`config.mk`:
```
export PLATFORM = sky130hd
export DESIGN_NAME = kwh_ctrl
export DESIGN_NICKNAME = d
export VERILOG_FILES = /design/src/rtl/kwh_pkg.sv /design/src/rtl/kwh_ctrl.sv
export SDC_FILE = /design/constraint.sdc
export NUM_CORES = 1
export LEC_CHECK = 0
export BUFFER_PORTS_ARGS = -buffer_cell sky130_fd_sc_hd__buf_2
export CORE_MARGIN = 1
export CORE_UTILIZATION = 44
export DETAILED_ROUTE_END_ITERATION = 6
export HOLD_SLACK_MARGIN = 0.03
export MAX_ROUTING_LAYER = met4
export PLACE_DENSITY = 0.73
export SETUP_SLACK_MARGIN = 0.4
export SYNTH_ARGS = -nofsm -noshare
export SYNTH_HDL_FRONTEND = slang
export SYNTH_SLANG_ARGS = --single-unit
```
`constraint.sdc`:
```
create_clock -name clk -period 1.3 [get_ports clk]
set_input_delay 0.195 -clock clk [delete_from_list [all_inputs] [get_ports clk]]
set_output_delay 0.195 -clock clk [all_outputs]
set_load 0.01 [all_outputs]
```
`src/rtl/kwh_pkg.sv`:
```
// ----------------------------------------------------------------------------
// kwh_pkg: shared types and constants
// Widths, action codes and the controller-to-datapath command struct.
// ----------------------------------------------------------------------------
package kwh_pkg;
  localparam int HIST_BINS     = 512;
  localparam int BIN_BITS      = 9;
  localparam int COORD_BITS    = 12;
  localparam int WEIGHT_BITS   = 48;
  localparam int FRACTION_BITS = 16;
  localparam int REG_BITS      = 13;
  localparam int CFG_IDX_BITS  = 2;
  localparam int DIV_CNT_BITS  = 5;

  localparam logic [1:0] ACT_CLEAR = 2'd0;
  localparam logic [1:0] ACT_ADD   = 2'd1;
  localparam logic [1:0] ACT_READ  = 2'd2;
  localparam logic [1:0] ACT_NOP   = 2'd3;  // unused code, ignored

  localparam logic [CFG_IDX_BITS-1:0] REG_LEFT   = 2'd0;
  localparam logic [CFG_IDX_BITS-1:0] REG_RIGHT  = 2'd1;
  localparam logic [CFG_IDX_BITS-1:0] REG_TOP    = 2'd2;
  localparam logic [CFG_IDX_BITS-1:0] REG_BOTTOM = 2'd3;

  // controller commands to the datapath
  typedef struct packed {
    logic latch;      // capture the accepted word
    logic clr_step;   // zero one memory row at clr_addr
    logic clr_total;  // zero the running total
    logic geo;        // compute window geometry stage
    logic wgt;        // compute weight stage
    logic rd;         // issue memory read at update/read address
    logic wr;         // write back saturated bin
    logic div_init;   // load divider
    logic div_step;   // one restoring step
    logic done;       // present result
  } kwh_cmd_t;

  // datapath status to the controller
  typedef struct packed {
    logic div_last;
  } kwh_sts_t;
endpackage

```
`src/rtl/kwh_ctrl.sv`:
```
// ----------------------------------------------------------------------------
// kwh_ctrl: sequencer
// Steps each word through its datapath phases and runs the clear sweep.
// ----------------------------------------------------------------------------
module kwh_ctrl (
  input  logic                          clk,
  input  logic                          rst,
  input  logic                          start,
  input  logic [1:0]                    action,
  input  kwh_pkg::kwh_sts_t             sts,
  output kwh_pkg::kwh_cmd_t             cmd,
  output logic [kwh_pkg::BIN_BITS-1:0]  clr_addr,
  output logic                          busy
);
  import kwh_pkg::*;

  typedef enum logic [3:0] {
    S_IDLE, S_CLEAR, S_GEO, S_WGT, S_RDA, S_WR, S_RDR, S_DINIT, S_DIV, S_DONE
  } state_t;

  state_t state;
  logic   accept;

  assign accept = start && !busy;
  assign busy   = (state != S_IDLE);

  always_comb begin
    cmd = '0;
    cmd.latch     = accept;
    cmd.clr_step  = (state == S_CLEAR);
    cmd.clr_total = (state == S_CLEAR);
    cmd.geo       = (state == S_GEO);
    cmd.wgt       = (state == S_WGT);
    cmd.rd        = (state == S_RDA) || (state == S_RDR);
    cmd.wr        = (state == S_WR);
    cmd.div_init  = (state == S_DINIT);
    cmd.div_step  = (state == S_DIV);
    cmd.done      = (state == S_DONE);
  end

  // state register and sweep address
  always_ff @(posedge clk) begin
    if (rst) begin
      state    <= S_CLEAR;
      clr_addr <= '0;
    end else begin
      case (state)
        S_IDLE: begin
          if (accept) begin
            case (action)
              ACT_CLEAR: begin
                state    <= S_CLEAR;
                clr_addr <= '0;
              end
              ACT_ADD:  state <= S_GEO;
              ACT_READ: state <= S_RDR;
              default:  state <= S_IDLE;
            endcase
          end
        end
        S_CLEAR: begin
          clr_addr <= clr_addr + 1'b1;
          if (clr_addr == BIN_BITS'(HIST_BINS - 1)) state <= S_IDLE;
        end
        S_GEO:   state <= S_WGT;
        S_WGT:   state <= S_RDA;
        S_RDA:   state <= S_WR;
        S_WR:    state <= S_IDLE;
        S_RDR:   state <= S_DINIT;
        S_DINIT: state <= S_DIV;
        S_DIV:   if (sts.div_last) state <= S_DONE;
        S_DONE:  state <= S_IDLE;
        default: state <= S_IDLE;
      endcase
    end
  end

  assert property (@(posedge clk) disable iff (rst)
    accept |=> busy || $past(action) == ACT_NOP)
    else $error("accepted word not started");
  assert property (@(posedge clk) disable iff (rst)
    (state == S_CLEAR && clr_addr == '1) |=> state == S_IDLE)
    else $error("clear sweep overran");
  assert property (@(posedge clk) disable iff (rst) $onehot0({cmd.wr, cmd.clr_step, cmd.done}))
    else $error("conflicting commands");
endmodule
```
==> metrics, run 1 <==
failing checks negative setup slack; via count 1,062; clk_skew 0.00115 ns; TritonCTS Sinks 13; final worst path period share 122%; Crit Path Category reg2out; Worst EP required 1.11 ns; CTS tree built; drt pass-1 iters 7; clock slew at reported path FFs 0.08 ns; CP max FO 3; setup TNS -4.37 ns; Synth Area in Compound Gates 19.3%; register area share after synthesis 31.0%; Final Core Density 87.2%; total grt overflow 0; # fillers 104; residual DRC count 0; r2r setup slk -0.27 ns; Area Overhead vs Synth 82.9%; Adder-Cell Fraction of Synth Area 7.44%; final setup fails 23; initial core utilization 47.7%; fraction of layout cells with a size suffix above 1 61.8%; Cell variety after synth 39; first-pass GRT wire length 4500 um; Max Fclk 629 MHz; row count 15; Post-synth EDFFs 0; Slew Limit Fails 0; Initial DRC Count 57; Clk Latency, worst-skew pair 0.28 ns; Die H 45.7 um; Hold Buf Count CTS 0; Post-Route WL 3110 um; RSZ-0062 raised after global routing true; most frequent cells in the layout 29 x buf_6, 18 x buf_4, 13 x buf_2; DIE AREA 2090 um2; Worst Hold Class in2reg; Synth Area in Simple Gates 31.1%; post-synthesis instance area 841 um2; Syn Inst Count 101; maxcap violations 0; crit path DAT 1.39 ns; Layout Nets 169; Pwr Total 785 uW; # diodes 0; post-route insts no fill 182; vias in the first global route 974; H-tree levels 1; synthesized area per cell 8.32 um2; worst slack at placement -0.321 ns; initial antenna violation count 0; ys flop type dfxtp_1; DR WL/cell 17.1 um; hpwl dp 1610 um; setup ws final -0.289 ns; leakage power figure 0.677 nW; most common cell after layout, fill and taps aside buf_6; max_slew headroom 67.9%; Worst setup SP type flip-flop; PortBufs 25; Max VDD drop 0.864 mV; total CTS buffers 3; global-route usage over all layers 31.5%; width of the die 45.7 um; multiplexer area fraction after synthesis 2.38%; Post-synth ARST share 0%; Synth Area in XOR/XNOR 1.04%; clk buf depth 2; final hold viol count 0; placed instance count 165; syn nets 112; power density cells 511 nW/um2; minimum clock period 1.59 ns; Core ar. 1760 um2; largest family of logic cells by synthesized area simple AND/OR/NAND/NOR gates; worst-margin pin slew 0.481 ns; Placer Congestion 0.808; CP Capture Type output port; Root Buffer clkbuf_4; status complete, but fails checks; number of synthesized register bits 13; Synthesis Warnings 0; Vias per Instance 5.84; Antenna Nets Post-Route 0; largest net degree at the start of global routing 11; num ports 26
cell usage after synthesis (all sizes together), types with 2 or more instances:
cell | instances | area (um2)
buf | 7 | 38.8
inv | 6 | 22.5
nand2b | 3 | 18.8
nand3 | 3 | 15.0
nor4 | 2 | 12.5
dfxtp | 13 | 260
nor3 | 4 | 20.0
o21ai | 6 | 33.8
nor4b | 4 | 56.3
nand4 | 2 | 12.5
nor2 | 8 | 30.0
o211ai | 2 | 15.0
nand2 | 6 | 22.5
nor2b | 2 | 12.5
and3 | 2 | 12.5
a21oi | 5 | 25.0
mux2i | 2 | 20.0
o31ai | 2 | 15.0
ha | 5 | 62.6
or4 | 3 | 22.5
area by class of cell:
cell class | instances | area, um2 | share of cell area [%]
multi-input combinational | 74 | 644 | 41.9
timing repair buffer | 60 | 527 | 34.3
sequential | 13 | 287 | 18.6
tap | 25 | 31.3 | 2.03
clock buffer | 4 | 26.3 | 1.71
inverter | 6 | 22.5 | 1.46
where the power goes:
| part | switching, mW | leakage (nW) | internal, mW | total (mW) |
|---|---|---|---|---|
| Combinational | 0.0556 | 0.550 | 0.0596 | 0.115 |
| Sequential | 0.00942 | 0.112 | 0.403 | 0.412 |
| Clock | 0.139 | 0.0150 | 0.119 | 0.258 |
worst max-delay path, cell delays in order, from the launching register on:
cell and delay [ns]:
dfxtp_2 0.34, or4_4 0.55, nor2_2 0.09, buf_2 0.13
final timing paths:
path / startpoint / endpoint / cells after the start
min reg2reg: clr_addr[8]$_SDFFE_PP0P_ / clr_addr[8]$_SDFFE_PP0P_ / 2
min: rst / state[2]$_SDFFE_PP0P_ / 2
max: state[3]$_SDFFE_PP0P_ / cmd[9] / 3
max reg2reg: state[1]$_SDFFE_PP0P_ / clr_addr[2]$_SDFFE_PP0P_ / 3
sequential cells by signal, summed over array words and instances, names as in the netlist:
register and count:
state 4, clr_addr 9
logic make-up after synthesis:
kind of cell | after synthesis
compound gates | 23
xor+xnor | 1
fa+ha+maj | 5
buf+inv | 14
flops | 13
mux | 2
simple gates | 43
metrics by stage:
stage | cell area [um2] | hold WS (ns)
finish | 1540 | 0.186
global route | 1540 | 0.189
CTS | 1510 | 0.180
detailed placement | 1210 | 0.463
global placement | 1210 | 0.452
floorplan | 966 | 0.254
layer usage:
layer	GRT usage, %	wire [um]	vias up
met4	10.6	197	0
met5	-	0	-
met2	53.4	1510	58
li1	-	-	484
met3	7.54	195	26
met1	36.0	1210	494
timing repair:
item | 4_1_cts | 5_1_grt
pin swaps | 4 | 3
endpoints found under the hold margin | 0 | 0
setup endpoints to repair | 33 | 33
gates resized for setup | 45 | 7
buffers inserted | 12 | 1
Power figures use the tool's default switching activity.
==> run 2: changes to the inputs <==
CORE_UTILIZATION = 41   (was 44)
PLACE_DENSITY = 0.69   (was 0.73)
==> run 2 against run 1 <==
Effect of this change:
- hold slack better by 0.0039 ns
- critical path type unchanged
- critical path depth stayed put
- cell area is 0.65% higher
- sequential power fell by 1%
- wire length decreased by 16%
- total power fell by 1.0%
- register-to-register slack about the same
- setup slack worse by 0.011 ns
- clock power about the same
- the flow still finishes with violations (negative setup slack)
==> metrics, run 2 (synthesized netlist as in run 1, its figures left out) <==
status complete, but fails checks; failing checks negative setup slack; Final Core Density 79.7%; CTS tree built; vias in the first global route 888; drt pass-1 iters 4; num ports 26; Max VDD drop 0.386 mV; setup ws final -0.301 ns; Die H 47.3 um; # diodes 0; Most flops, register clr_addr; Slew Limit Fails 0; dpl cell area 1210 um2; total CTS buffers 3; DIE AREA 2240 um2; r2r setup slk -0.26 ns; Vias per Instance 5.46; final hold viol count 0; Placer Congestion 0.833; Initial DRC Count 26; initial antenna violation count 0; fraction of layout cells with a size suffix above 1 61.3%; Layout Nets 167; # fillers 130; global-route usage over all layers 25.4%; clk_skew 0.00241 ns; most common cell after layout, fill and taps aside buf_6; max_slew headroom 44.7%; Worst setup SP type flip-flop; leakage power figure 0.675 nW; total grt overflow 0; hpwl dp 1610 um; clk buf depth 2; PortBufs 25; H-tree levels 1; via count 994; final setup fails 23; crit path DAT 1.41 ns; RSZ-0062 raised after global routing true; maxcap violations 0; row count 16; width of the die 47.3 um; Crit Path Category reg2out; residual DRC count 0; power density cells 502 nW/um2; clock slew at reported path FFs 0.08 ns; Post-Route WL 2620 um; Finished Cell Area 1550 um2; worst-margin pin slew 0.830 ns; Worst EP required 1.11 ns; final worst path period share 123%; first-pass GRT wire length 3840 um; top flop regs clr_addr: 9 flops, state: 4 flops; largest net degree at the start of global routing 11; TritonCTS Sinks 13; CP max FO 4; Clk Latency, worst-skew pair 0.27 ns; CP Capture Type output port; worst slack at placement -0.319 ns; DR WL/cell 14.4 um; most frequent cells in the layout 26 x buf_6, 20 x buf_4, 11 x buf_2; Area Overhead vs Synth 84.1%; Core ar. 1940 um2; setup TNS -4.12 ns; max FFs per register 9; minimum clock period 1.60 ns; Max Fclk 625 MHz; Worst Hold Class in2reg; initial core utilization 43.3%; Antenna Nets Post-Route 0; Root Buffer clkbuf_4
## run 2: cell count changes in the layout (fill, tap and decap cells not counted), moves of 2 or more
cell     previous run  this run
buf_6              29        26
dfxtp_2             9         6
dfxtp_4             4         7
buf_2              13        11
buf_4              18        20
## run 2: through the flow
| step | hold slack, ns | instances | power, mW |
|---|---|---|---|
| floorplan | 0.254 | 101 | 0.470 |
| global placement | 0.444 | 167 | 0.514 |
| detailed placement | 0.462 | 167 | 0.517 |
| CTS | 0.174 | 176 | 0.777 |
| global route | 0.185 | 182 | 0.812 |
| finish | 0.190 | 182 | 0.777 |
## run 2: final timing paths
kind | startpoint | cells past startpoint | end
worst min register to register | clr_addr[6]$_SDFFE_PP0P_ | 1 | clr_addr[6]$_SDFFE_PP0P_
worst max-delay path | state[2]$_SDFFE_PP0P_ | 3 | cmd[9]
worst min-delay path | rst | 2 | state[2]$_SDFFE_PP0P_
worst max register to register | state[1]$_SDFFE_PP0P_ | 3 | clr_addr[6]$_SDFFE_PP0P_
## run 2: layout make-up
class / count / area [um2] / area share, %
multi-input combinational: 74 / 653 / 42.2
timing repair buffer: 58 / 518 / 33.5
sequential: 13 / 294 / 19.0
tap: 27 / 33.8 / 2.18
clock buffer: 4 / 26.3 / 1.70
inverter: 6 / 22.5 / 1.46
## run 2: metal layers
| metal | up-vias | track usage (%) | share of wire [%] |
|---|---|---|---|
| li1 | 478 | - | - |
| met1 | 473 | 28.4 | 41 |
| met2 | 37 | 42.2 | 54 |
| met3 | 6 | 2.69 | 3.3 |
| met4 | 0 | 16.6 | 2.0 |
| met5 | - | - | 0 |
## run 2: critical path: stages (launching register included)
cell and delay (ns):
dfxtp_2 0.35, or4_4 0.56, nor2_2 0.09, buf_2 0.13
## run 2: power breakdown
part           switching, mW  total [mW]  leakage [nW]  internal (mW)
clock network          0.138       0.257        0.0150          0.119
registers            0.00985       0.406         0.113          0.396
logic                 0.0530       0.114         0.548         0.0609
total                  0.201       0.777         0.675          0.576
## run 2: timing repair
item	in CTS	in global routing
hold endpoints to repair	0	0
endpoints found under the setup margin	33	33
pin swaps	8	3
resized for setup	42	11
hold buffers	0	0
buffers inserted	5	6
==> run 3: changes to the inputs <==
CTS_CLUSTER_DIAMETER = 120   (was unset)
PLACE_DENSITY = unset   (was 0.69)
PLACE_DENSITY_LB_ADDON = 0.08   (was unset)
==> run 3 against run 2 <==
Effect of this change:
- the run still ends with negative setup slack left
- critical path type is now reg2reg
- cell area is 3.2% lower
- fmax is 2.8% lower
- register-to-register slack worse by 0.09 ns
- clock skew is 0.0048 ns higher
- sequential cell count stayed put
- combinational power is 5% higher
- hold slack better by 0.013 ns
==> metrics, run 3 (synthesized netlist as in run 1, its figures left out) <==
status complete, but fails checks; failing checks negative setup slack; buffer and inverter count on the worst path 0; initial core utilization 43.3%; cell family with most CP delay compound AO/OA/AOI/OAI gates; H-tree levels 1; power density cells 529 nW/um2; CP max FO 8; Layout Nets 163; Finished Cell Area 1500 um2; maxcap violations 0; # fillers 144; fraction of layout cells with a size suffix above 1 60.3%; area of the multi-input gates 662 um2; crit path DAT 1.82 ns; Worst EP required 1.47 ns; post-route insts no fill 178; Post-Route WL 2800 um; final setup fails 21; TritonCTS Sinks 13; CP max stage cell or3_1; most common cell after layout, fill and taps aside buf_6; DR WL/cell 15.7 um; placed instance count 167; PortBufs 25; minimum clock period 1.65 ns; vias in the first global route 837; max FFs per register 9; setup TNS -3.97 ns; Antenna Nets Post-Route 0; Critical Path, Cell by Cell or3_1 -> o41a_1 -> a311oi_1; top flop regs clr_addr: 9 flops, state: 4 flops; hpwl dp 1700 um; Pwr Total 792 uW; max_slew headroom 45.6%; Die H 47.3 um; Slew Limit Fails 0; total grt overflow 0; largest net degree at the start of global routing 11; first-pass GRT wire length 4000 um; Area Overhead vs Synth 78.1%; RSZ-0062 raised after global routing true; Vias per Instance 5.56; Min Hold Slack 0.204 ns; Most flops, register clr_addr; drt pass-1 iters 4; clock slew at reported path FFs 0.09 ns; clk buf depth 2; Reg area 287 um2; final worst path period share 127%; num ports 26; Max VDD drop 0.690 mV; DIE AREA 2240 um2; Crit Path Category reg2reg; # diodes 0; final hold viol count 0; Core ar. 1940 um2; setup ws final -0.346 ns; total CTS buffers 3; Max Fclk 608 MHz; Root Buffer clkbuf_4; CP Capture Type flip-flop; Initial DRC Count 17; CTS tree built; Placer Congestion 0.784; Crit path largest cell delay 0.53 ns; leakage power figure 0.646 nW; width of the die 47.3 um; row count 16; via count 989; dpl cell area 1210 um2; worst-margin pin slew 0.816 ns; global-route usage over all layers 27.1%; Worst Hold Class in2reg; most frequent cells in the layout 23 x buf_6, 17 x buf_4, 13 x buf_2; clk_skew 0.00717 ns; residual DRC count 0; initial antenna violation count 0; Worst setup SP type flip-flop; Clk Latency, worst-skew pair 0.29 ns
[run 3: changes by cell type in the layout (fill, tap and decap cells not counted), moves of 2 or more]
cell     change
buf_6        -3
dfxtp_2      +3
buf_2        +2
buf_4        -3
dfxtp_4      -3
[run 3: worst paths after layout]
| kind | start | endpoint | depth (start not counted) | slack, ns |
|---|---|---|---|---|
| hold reg to reg | clr_addr[8]$_SDFFE_PP0P_ | clr_addr[8]$_SDFFE_PP0P_ | 2 | 0.54 |
| hold / removal | rst | clr_addr[1]$_SDFFE_PP0P_ | 2 | 0.20 |
| setup / recovery | state[1]$_SDFFE_PP0P_ | clr_addr[6]$_SDFFE_PP0P_ | 3 | -0.35 |
| setup reg to reg | state[1]$_SDFFE_PP0P_ | clr_addr[6]$_SDFFE_PP0P_ | 3 | -0.35 |
[run 3: timing repair]
action                                  4_1_cts  5_1_grt
pin swaps                                     2        4
resized for setup                            37       12
endpoints found under the hold margin         0        0
buffers inserted                              6        1
endpoints found under the setup margin       33       33
hold buffers                                  0        0
[run 3: cell type report]
class | count | area share, %
clock buffer | 4 | 1.75
inverter | 6 | 1.50
multi-input combinational | 74 | 44.2
sequential | 13 | 19.1
tap | 27 | 2.26
timing repair buffer | 54 | 31.2
[run 3: metal layers]
layer	vias up	share of wire, %	routed length, um	track usage [%]
met1	480	42	1180	34.4
li1	472	-	-	-
met4	0	1.2	34	5.14
met3	6	3.3	91	6.92
met2	31	53	1500	43.3
met5	-	0	0	-
[run 3: where the power goes]
part / switching [mW] / internal (mW) / leakage, nW
clock: 0.142 / 0.119 / 0.0150
sequential: 0.00924 / 0.402 / 0.112
combinational: 0.0576 / 0.0625 / 0.520
total: 0.209 / 0.583 / 0.646
[run 3: per-stage QoR]
stage                     worst slack (ns)  util (%)
final                               -0.346      77.1
after global placement              -0.225      62.6
after CTS                           -0.307      73.7
after floorplan                    -0.0918         -
after global routing                -0.376      77.1
after detailed placement            -0.326      62.6
